===== src/rtl/alc_pkg.sv =====
// ----------------------------------------------------------------------------
// alc_pkg
// Shared types and constants for the alarm clock block.
// ----------------------------------------------------------------------------
package alc_pkg;

  typedef struct packed {
    logic [4:0] h;
    logic [5:0] m;
    logic [5:0] s;
  } hms_t;

  typedef enum logic [1:0] {
    MODE_SHOW      = 2'd0,
    MODE_SET_TIME  = 2'd1,
    MODE_SET_ALARM = 2'd2
  } mode_t;

  typedef enum logic [1:0] {
    FLD_HOURS   = 2'd0,
    FLD_MINUTES = 2'd1,
    FLD_SECONDS = 2'd2
  } field_t;

  // register file
  localparam int          ADDR_W     = 3;
  localparam logic        REG_TPS    = 1'b0;
  localparam logic        REG_TPB    = 1'b1;
  localparam logic [15:0] TPS_RESET  = 16'd1000;
  localparam logic [15:0] TPB_RESET  = 16'd500;

  // key commands (edge-detected press values)
  localparam logic [4:0] KEY_SET_TIME  = 5'd4;
  localparam logic [4:0] KEY_SET_ALARM = 5'd5;
  localparam logic [4:0] KEY_CANCEL    = 5'd6;
  localparam logic [4:0] KEY_COMMIT    = 5'd7;
  localparam logic [4:0] KEY_NEXT_FLD  = 5'd8;
  localparam logic [4:0] KEY_UP        = 5'd12;
  localparam logic [4:0] KEY_STEP_DN   = 5'd13;
  localparam logic [4:0] KEY_ARM       = 5'd16;

  localparam logic [4:0] HOUR_MAX = 5'd23;
  localparam logic [5:0] MS_MAX   = 6'd59;
  localparam logic [4:0] HOUR_PM  = 5'd12;

  localparam hms_t TIME_RESET  = '{h: 5'd23, m: 6'd59, s: 6'd55};
  localparam hms_t ALARM_RESET = '{h: 5'd0, m: 6'd0, s: 6'd0};

  localparam logic [7:0] LED_PM = 8'hF0;
  localparam logic [7:0] LED_AM = 8'h0F;

  typedef struct packed {
    logic [15:0] ticks_per_second;
    logic [15:0] ticks_per_blink;
  } cfg_t;

  typedef struct packed {
    mode_t      mode;
    hms_t       shown;
    field_t     field_sel;
    logic       blink;
    logic       armed;
    logic       ringing;
    logic [7:0] leds;
  } res_t;

endpackage


===== src/rtl/alc_cfg.sv =====
// ----------------------------------------------------------------------------
// alc_cfg
// APB register file: prescaler limits for seconds and blink phase.
// ----------------------------------------------------------------------------
module alc_cfg (
  input  logic                      clk,
  input  logic                      rst_n,
  input  logic                      psel,
  input  logic                      penable,
  input  logic                      pwrite,
  input  logic [alc_pkg::ADDR_W-1:0] paddr,
  input  logic [31:0]               pwdata,
  output logic [31:0]               prdata,
  output logic                      pready,
  output alc_pkg::cfg_t             cfg
);
  import alc_pkg::*;

  logic [15:0] tps_r;
  logic [15:0] tpb_r;
  logic        wr_en;

  assign pready = 1'b1;
  assign wr_en  = psel & penable & pwrite;

  // only the word index bit is decoded
  always_ff @(posedge clk) begin
    if (!rst_n) begin
      tps_r <= TPS_RESET;
      tpb_r <= TPB_RESET;
    end else if (wr_en) begin
      if (paddr[2] == REG_TPS) tps_r <= pwdata[15:0];
      if (paddr[2] == REG_TPB) tpb_r <= pwdata[15:0];
    end
  end

  always_comb begin
    prdata = '0;
    if (paddr[2] == REG_TPS) prdata[15:0] = tps_r;
    else                     prdata[15:0] = tpb_r;
  end

  assign cfg.ticks_per_second = tps_r;
  assign cfg.ticks_per_blink  = tpb_r;

endmodule


===== src/rtl/alc_core.sv =====
// ----------------------------------------------------------------------------
// alc_core
// Clock state and single-pass update for one tick or key word.
// ----------------------------------------------------------------------------
module alc_core (
  input  logic          clk,
  input  logic          rst_n,
  input  logic          step,
  input  logic          op,
  input  logic [4:0]    key_code,
  input  alc_pkg::cfg_t cfg,
  output alc_pkg::res_t res
);
  import alc_pkg::*;

  logic [15:0] tick_cnt_r, tick_cnt_nxt;
  logic [15:0] blink_cnt_r, blink_cnt_nxt;
  logic        blink_r, blink_nxt;
  hms_t        time_r, time_nxt;
  hms_t        alarm_r, alarm_nxt;
  hms_t        edit_r, edit_nxt;
  mode_t       mode_r, mode_nxt;
  field_t      field_r, field_nxt;
  logic        armed_r, armed_nxt;
  logic        ring_r, ring_nxt;
  logic [4:0]  prev_key_r, prev_key_nxt;

  logic [4:0]  press;
  logic [5:0]  fval, ftop, fnew;
  logic        set_mode;

  always_comb begin
    tick_cnt_nxt  = tick_cnt_r;
    blink_cnt_nxt = blink_cnt_r;
    blink_nxt     = blink_r;
    time_nxt      = time_r;
    alarm_nxt     = alarm_r;
    edit_nxt      = edit_r;
    mode_nxt      = mode_r;
    field_nxt     = field_r;
    armed_nxt     = armed_r;
    ring_nxt      = ring_r;
    prev_key_nxt  = prev_key_r;
    press         = key_code & (key_code ^ prev_key_r);
    set_mode      = (mode_r == MODE_SET_TIME) || (mode_r == MODE_SET_ALARM);

    // selected field of the working copy, with its wrap limit
    case (field_r)
      FLD_HOURS:   fval = {1'b0, edit_r.h};
      FLD_MINUTES: fval = edit_r.m;
      default:     fval = edit_r.s;
    endcase
    ftop = (field_r == FLD_HOURS) ? {1'b0, HOUR_MAX} : MS_MAX;
    if (press == KEY_UP)
      fnew = (fval >= ftop) ? 6'd0 : fval + 6'd1;
    else
      fnew = (fval == 6'd0 || fval > ftop) ? ftop : fval - 6'd1;

    if (!op) begin
      if ({1'b0, tick_cnt_r} + 17'd1 >= {1'b0, cfg.ticks_per_second}) begin
        tick_cnt_nxt = '0;
        if (time_r.s >= MS_MAX) begin
          time_nxt.s = '0;
          if (time_r.m >= MS_MAX) begin
            time_nxt.m = '0;
            time_nxt.h = (time_r.h >= HOUR_MAX) ? 5'd0 : time_r.h + 5'd1;
          end else begin
            time_nxt.m = time_r.m + 6'd1;
          end
        end else begin
          time_nxt.s = time_r.s + 6'd1;
        end
      end else begin
        tick_cnt_nxt = tick_cnt_r + 16'd1;
      end
      if ({1'b0, blink_cnt_r} + 17'd1 >= {1'b0, cfg.ticks_per_blink}) begin
        blink_cnt_nxt = '0;
        blink_nxt     = ~blink_r;
      end else begin
        blink_cnt_nxt = blink_cnt_r + 16'd1;
      end
    end else begin
      prev_key_nxt = key_code;
      if (press != 5'd0) ring_nxt = 1'b0;
      case (press)
        KEY_SET_TIME: begin
          edit_nxt  = time_r;
          mode_nxt  = MODE_SET_TIME;
          field_nxt = FLD_HOURS;
        end
        KEY_SET_ALARM: begin
          edit_nxt  = alarm_r;
          mode_nxt  = MODE_SET_ALARM;
          field_nxt = FLD_HOURS;
        end
        KEY_CANCEL: mode_nxt = MODE_SHOW;
        KEY_COMMIT: begin
          if (mode_r == MODE_SET_TIME) begin
            time_nxt = edit_r;
            mode_nxt = MODE_SHOW;
          end else if (mode_r == MODE_SET_ALARM) begin
            alarm_nxt = edit_r;
            mode_nxt  = MODE_SHOW;
          end
        end
        KEY_NEXT_FLD: begin
          if (mode_r != MODE_SHOW) begin
            case (field_r)
              FLD_HOURS:   field_nxt = FLD_MINUTES;
              FLD_MINUTES: field_nxt = FLD_SECONDS;
              default:     field_nxt = FLD_HOURS;
            endcase
          end
        end
        KEY_UP, KEY_STEP_DN: begin
          if (set_mode) begin
            case (field_r)
              FLD_HOURS:   edit_nxt.h = fnew[4:0];
              FLD_MINUTES: edit_nxt.m = fnew;
              default:     edit_nxt.s = fnew;
            endcase
          end
        end
        KEY_ARM: armed_nxt = ~armed_r;
        default: ;
      endcase
    end

    if (armed_nxt && time_nxt == alarm_nxt) ring_nxt = 1'b1;
  end

  // result view of the updated state
  always_comb begin
    res.mode      = mode_nxt;
    res.shown     = (mode_nxt == MODE_SHOW) ? time_nxt : edit_nxt;
    res.field_sel = field_nxt;
    res.blink     = blink_nxt;
    res.armed     = armed_nxt;
    res.ringing   = ring_nxt;
    res.leds      = '0;
    if (armed_nxt && ring_nxt && blink_nxt)
      res.leds = (time_nxt.h >= HOUR_PM) ? LED_PM : LED_AM;
  end

  always_ff @(posedge clk) begin
    if (!rst_n) begin
      tick_cnt_r  <= '0;
      blink_cnt_r <= '0;
      blink_r     <= 1'b0;
      time_r      <= TIME_RESET;
      alarm_r     <= ALARM_RESET;
      mode_r      <= MODE_SHOW;
      field_r     <= FLD_HOURS;
      armed_r     <= 1'b0;
      ring_r      <= 1'b0;
      prev_key_r  <= '0;
    end else if (step) begin
      tick_cnt_r  <= tick_cnt_nxt;
      blink_cnt_r <= blink_cnt_nxt;
      blink_r     <= blink_nxt;
      time_r      <= time_nxt;
      alarm_r     <= alarm_nxt;
      mode_r      <= mode_nxt;
      field_r     <= field_nxt;
      armed_r     <= armed_nxt;
      ring_r      <= ring_nxt;
      prev_key_r  <= prev_key_nxt;
    end
  end

  // working copy is only read after a set key has loaded it
  always_ff @(posedge clk) begin
    if (step) edit_r <= edit_nxt;
  end

endmodule


===== src/rtl/alarm_clock_with_set_modes.sv =====
// ----------------------------------------------------------------------------
// alarm_clock_with_set_modes
// 24-hour alarm clock with time-set and alarm-set modes.
// ----------------------------------------------------------------------------
// Takes one word per clock, either a millisecond tick (op 0) or a key scan
// sample (op 1), and returns one result word for each, in order. A word is
// captured in an input register, the clock state is updated in one pass of
// logic, and the result lands in an output register that drives out_valid,
// with a sustained rate of one word per cycle as long as out_ready is high.
// A stalled result holds while one more word waits in the input register.
// The user must set prescaler limits over the APB port only while idle (word
// 0 ticks per second, word 1 ticks per blink toggle); no logic enforces it.
module alarm_clock_with_set_modes (
  input  logic                      clk,
  input  logic                      rst_n,
  input  logic                      in_valid,
  output logic                      in_ready,
  input  logic                      in_op,
  input  logic [4:0]                in_key_code,
  output logic                      out_valid,
  input  logic                      out_ready,
  output logic [1:0]                out_mode,
  output logic [4:0]                out_shown_hours,
  output logic [5:0]                out_shown_minutes,
  output logic [5:0]                out_shown_seconds,
  output logic [1:0]                out_field_select,
  output logic                      out_blink_phase,
  output logic                      out_alarm_armed,
  output logic                      out_alarm_ringing,
  output logic [7:0]                out_led_bits,
  input  logic                      psel,
  input  logic                      penable,
  input  logic                      pwrite,
  input  logic [alc_pkg::ADDR_W-1:0] paddr,
  input  logic [31:0]               pwdata,
  output logic [31:0]               prdata,
  output logic                      pready
);
  import alc_pkg::*;

  logic       in_vld_r;
  logic       op_r;
  logic [4:0] key_r;
  logic       out_vld_r;
  res_t       res_r;
  res_t       res;
  cfg_t       cfg;
  logic       step;

  // input register moves on when the output register is free or draining
  assign step     = in_vld_r & (~out_vld_r | out_ready);
  assign in_ready = ~in_vld_r | step;

  alc_cfg u_cfg (
    .clk     (clk),
    .rst_n   (rst_n),
    .psel    (psel),
    .penable (penable),
    .pwrite  (pwrite),
    .paddr   (paddr),
    .pwdata  (pwdata),
    .prdata  (prdata),
    .pready  (pready),
    .cfg     (cfg)
  );

  alc_core u_core (
    .clk      (clk),
    .rst_n    (rst_n),
    .step     (step),
    .op       (op_r),
    .key_code (key_r),
    .cfg      (cfg),
    .res      (res)
  );

  always_ff @(posedge clk) begin
    if (!rst_n) begin
      in_vld_r  <= 1'b0;
      out_vld_r <= 1'b0;
    end else begin
      if (in_ready) in_vld_r <= in_valid;
      if (step)           out_vld_r <= 1'b1;
      else if (out_ready) out_vld_r <= 1'b0;
    end
  end

  always_ff @(posedge clk) begin
    if (in_valid && in_ready) begin
      op_r  <= in_op;
      key_r <= in_key_code;
    end
    if (step) res_r <= res;
  end

  assign out_valid         = out_vld_r;
  assign out_mode          = res_r.mode;
  assign out_shown_hours   = res_r.shown.h;
  assign out_shown_minutes = res_r.shown.m;
  assign out_shown_seconds = res_r.shown.s;
  assign out_field_select  = res_r.field_sel;
  assign out_blink_phase   = res_r.blink;
  assign out_alarm_armed   = res_r.armed;
  assign out_alarm_ringing = res_r.ringing;
  assign out_led_bits      = res_r.leds;

endmodule


===== config.mk =====
export PLATFORM = sky130hd
export DESIGN_NAME = alarm_clock_with_set_modes
export DESIGN_NICKNAME = d
export VERILOG_FILES = /design/src/rtl/alc_pkg.sv /design/src/rtl/alc_cfg.sv /design/src/rtl/alc_core.sv /design/src/rtl/alarm_clock_with_set_modes.sv
export SDC_FILE = /design/constraint.sdc
export NUM_CORES = 1
export LEC_CHECK = 0
export BUFFER_PORTS_ARGS = -buffer_cell sky130_fd_sc_hd__buf_2
export CELL_PAD_IN_SITES_DETAIL_PLACEMENT = 1
export CELL_PAD_IN_SITES_GLOBAL_PLACEMENT = 1
export CORE_AREA = 4 4 146 204
export DETAILED_ROUTE_END_ITERATION = 8
export DIE_AREA = 0 0 150 208
export PLACE_DENSITY_LB_ADDON = 0.2
export SKIP_LAST_GASP = 1
export SYNTH_ARGS = -nofsm -noshare
export SYNTH_HDL_FRONTEND = slang
export SYNTH_SLANG_ARGS = --single-unit

===== constraint.sdc =====
create_clock -name clk -period 5.5 [get_ports clk]
set_input_delay 0.825 -clock clk [delete_from_list [all_inputs] [get_ports clk]]
set_output_delay 0.825 -clock clk [all_outputs]
set_load 0.01 [all_outputs]

==> results.cfg <==
[setup_path]
cp-start-kind = flop
r2r_slack_ns = 0.40
rr_startpoint = u_core.tick_cnt_r[0]
crit_chain = and3_1 -> and3_1 -> and3_1 -> and3_1 -> and3_1 -> and3_1 -> xor2_1 -> ha_1 -> o21a_1 -> o21ai_2 -> o21bai_2 -> o31a_4 -> a2111oi_0 -> a311oi_1 -> xor2_1 -> nor4_4 -> nand4_2 -> a211oi_2
slowest_delay_ns = 0.43
crit_type = flop to flop
crit_family = simple AND/OR/NAND/NOR gates
r2r_cells = 18
path_common_cell = and3_1
timing.rr.end = out_led_bits[3]
critPathBufInv = 0
required_ns = 5.79
cpMaxStageDelayCell = dfxtp_1
crit_arrival_ns = 5.39
critPathMaxFanout = 13
cp-end-kind = flop

[synth]
synth_common_cells = nand2_1, dfxtp_1, o21ai_0, nor2_1, clkbuf_1
synth_top_family_by_area = compound AO/OA/AOI/OAI gates
synth_area_leader_cell = dfxtp_1
synth_top_area_frac = 0.2033
netlist_instances = 1364
synth.distinct_cells = 84
synthFlopType = dfxtp_1
synth.avg_cell_area_um2 = 8.085
synth_mux_area_frac = 0.02337
synth_area_mm2 = 0.01103
synthAdderAreaFrac = 0.05332
synth.most_common_cell = nand2_1
synth_compound_area_frac = 0.2490
yosysWarnings = 0
synthXorXnorAreaFrac = 0.03812
ys_ff_latch = 161
synthArstFlopShare = 0
synthTopCellsByArea = dfxtp_1, edfxtp_1, nand2_1
synth-simple-area-share = 0.2349
yosysSeqAreaShare = 0.3367
synth_edf_count = 49

[sta]
slew_headroom = 0.1819
finalClockSkew_ns = 0.01933
fin_hold_ws_ns = 0.4682
rsz0062_at_grt = no
period_share = 0.9275
worst_slew_pin_slew_ns = 1.223
final.setup.tns_ns = 0
max_freq_ghz = 0.1960
hold_viol_final = 0
final-setup-viol-count = 0
maxSlewViolCount = 0
period_needed_ns = 5.101

[hold_path]
hp-start = u_cfg.tps_r[11]
worstHoldEndpoint = u_cfg.tps_r[11]
hold_depth = 2
hold_class = flop to flop

[global_routing]
overflow = 0
grt_pass1_vias = 10582
grt_pass1_wl_mm = 58.59
grt_start_max_net_pins = 114
antenna_found_initial = 0
grt_use_total = 0.2381

[layout]
fin_cells = 1788
drive_gt1_frac = 0.1288
area_delta_synth_final_pct = 10.82
antenna_cells = 0
nNetsFinal = 1495

[power]
power_leakage_nw = 4.861
ir_drop_mv = 0.2290
powerDensity_mw_per_mm2 = 242.0

[routing]
ant_nets = 0
wl_mm = 36.73
num_vias = 10231
wire_per_inst_um = 20.54
drtPass1Iterations = 7
drt_iter0_markers = 452
viasPerCell = 5.722
drcViolationCount = 0

[floorplan]
io_pins = 115
die_x_um = 150
initial_core_util = 0.3920
core.rowCount = 73
core_mm2 = 0.02813
die_h_um = 208
dieArea_mm2 = 0.03120

[cts]
numClockSinks = 161
cts_tree = built
htreeDepth = 4
cts-root-buf = clkbuf_16
clockBufferDepth = 2
clkLatencyLatePin_ns = 0.46
path_clk_slew_ns = 0.07
numCtsBuffers = 17

[status]
status = finished, final reports clean

[placement]
gp_congestion = 0.9329
io_buffers = 79
dp_cells = 1756
dp.final_hpwl_mm = 27.33

[run]
cap_viol_max_count = 0
-- layout make-up --
class                           count  area, µm²
Sequential cell                   161       3714
Tap cell                          375      469.2
Clock buffer                       21      440.4
Fill cell                        3470      15910
Timing Repair Buffer              105      593.1
Clock inverter                     11      115.1
Inverter                           53      198.9
Multi-Input combinational cell   1062       6691
-- sequential cells by signal, indices dropped and copies added (netlist names), 2 cells and up --
name	count
u_core.alarm_r	17
u_core.edit_r	17
u_core.time_r	17
u_cfg.tpb_r	16
u_cfg.tps_r	16
u_core.blink_cnt_r	16
u_core.tick_cnt_r	16
out_shown_minutes	6
out_shown_seconds	6
key_r	5
out_shown_hours	5
u_core.prev_key_r	5
out_field_select	2
out_led_bits	2
out_mode	2
u_core.field_r	2
u_core.mode_r	2
-- worst reg2reg max path: stages (launching register included) --
cell       delay (ns)
dfxtp_1          0.43
and3_1           0.27
and3_1           0.26
and3_1           0.27
and3_1           0.26
and3_1           0.27
and3_1           0.27
xor2_1           0.18
ha_1             0.27
o21a_1           0.22
o21ai_2          0.21
o21bai_2         0.20
o31a_4           0.35
a2111oi_0        0.15
a311oi_1         0.43
xor2_1           0.23
nor4_4           0.30
nand4_2          0.15
a211oi_2         0.24
-- worst max path at each step --
| stage | slack, ns | end | cells after the start | start |
|---|---|---|---|---|
| finish | 0.40 | out_led_bits[3] | 18 | u_core.tick_cnt_r[0] |
| global route | 0.004 | out_led_bits[3] | 18 | u_core.tick_cnt_r[2] |
| CTS | 0.25 | out_led_bits[3] | 19 | u_core.tick_cnt_r[0] |
| detailed placement | 0.27 | out_led_bits[3] | 19 | u_core.tick_cnt_r[0] |
| global placement | 0.37 | out_led_bits[3] | 19 | u_core.tick_cnt_r[0] |
| floorplan | 1.07 | out_led_bits[3] | 20 | u_core.tick_cnt_r[2] |
-- stage by stage --
step	power [mW]	worst slack, ns	utilization	area (µm²)
6_report	2.958	0.3988	0.4344	12220
5_1_grt	3.088	0.004263	0.4344	12220
4_1_cts	2.988	0.2480	0.4337	12200
3_5_place_dp	1.814	0.2719	0.4140	11650
3_3_place_gp	1.803	0.3655	0.4140	11650
2_1_floorplan	1.646	1.071	-	11080
-- power by group --
group / internal (mW) / switching (mW)
clock: 0.663 / 0.504
combinational: 0.160 / 0.305
sequential: 1.27 / 0.0531
-- timing repair --
action	4_1_cts	5_1_grt
resized for setup	0	5
setup endpoints to repair	0	4
buffers inserted	0	0
hold buffers	0	0
-- per-layer routing --
layer / vias up / global-route usage / part of all wire
li1: 4939 / - / -
met1: 5010 / 0.2676 / 0.40
met4: 0 / 0.1058 / 0.043
met3: 73 / 0.03181 / 0.029
met5: - / 0 / 0
met2: 209 / 0.4398 / 0.53
-- cells by family (layout without fill, tap and decap cells) --
group	Yosys count	after routing
compound gates	385	385
xor+xnor	48	48
fa+ha+maj	47	47
buf+inv	156	190
flops	161	161
mux	25	25
other cells	2	17
simple gates	540	540
-- placed cells by master (no fill, tap or decap), types with 18 or more instances in the layout --
master / instances
edfxtp_1: 49
dfxtp_1: 112
buf_4: 27
a21boi_0: 46
inv_1: 50
xor2_1: 32
a21oi_1: 58
buf_2: 78
ha_1: 47
nor2_1: 89
a221o_1: 18
nand4_1: 22
mux2i_1: 19
and2_1: 29
o211ai_1: 34
nor3_1: 21
o21ai_0: 96
and3_1: 23
nor2b_1: 22
nand2_1: 236
nand3_1: 40
Power figures use the tool's default switching activity.
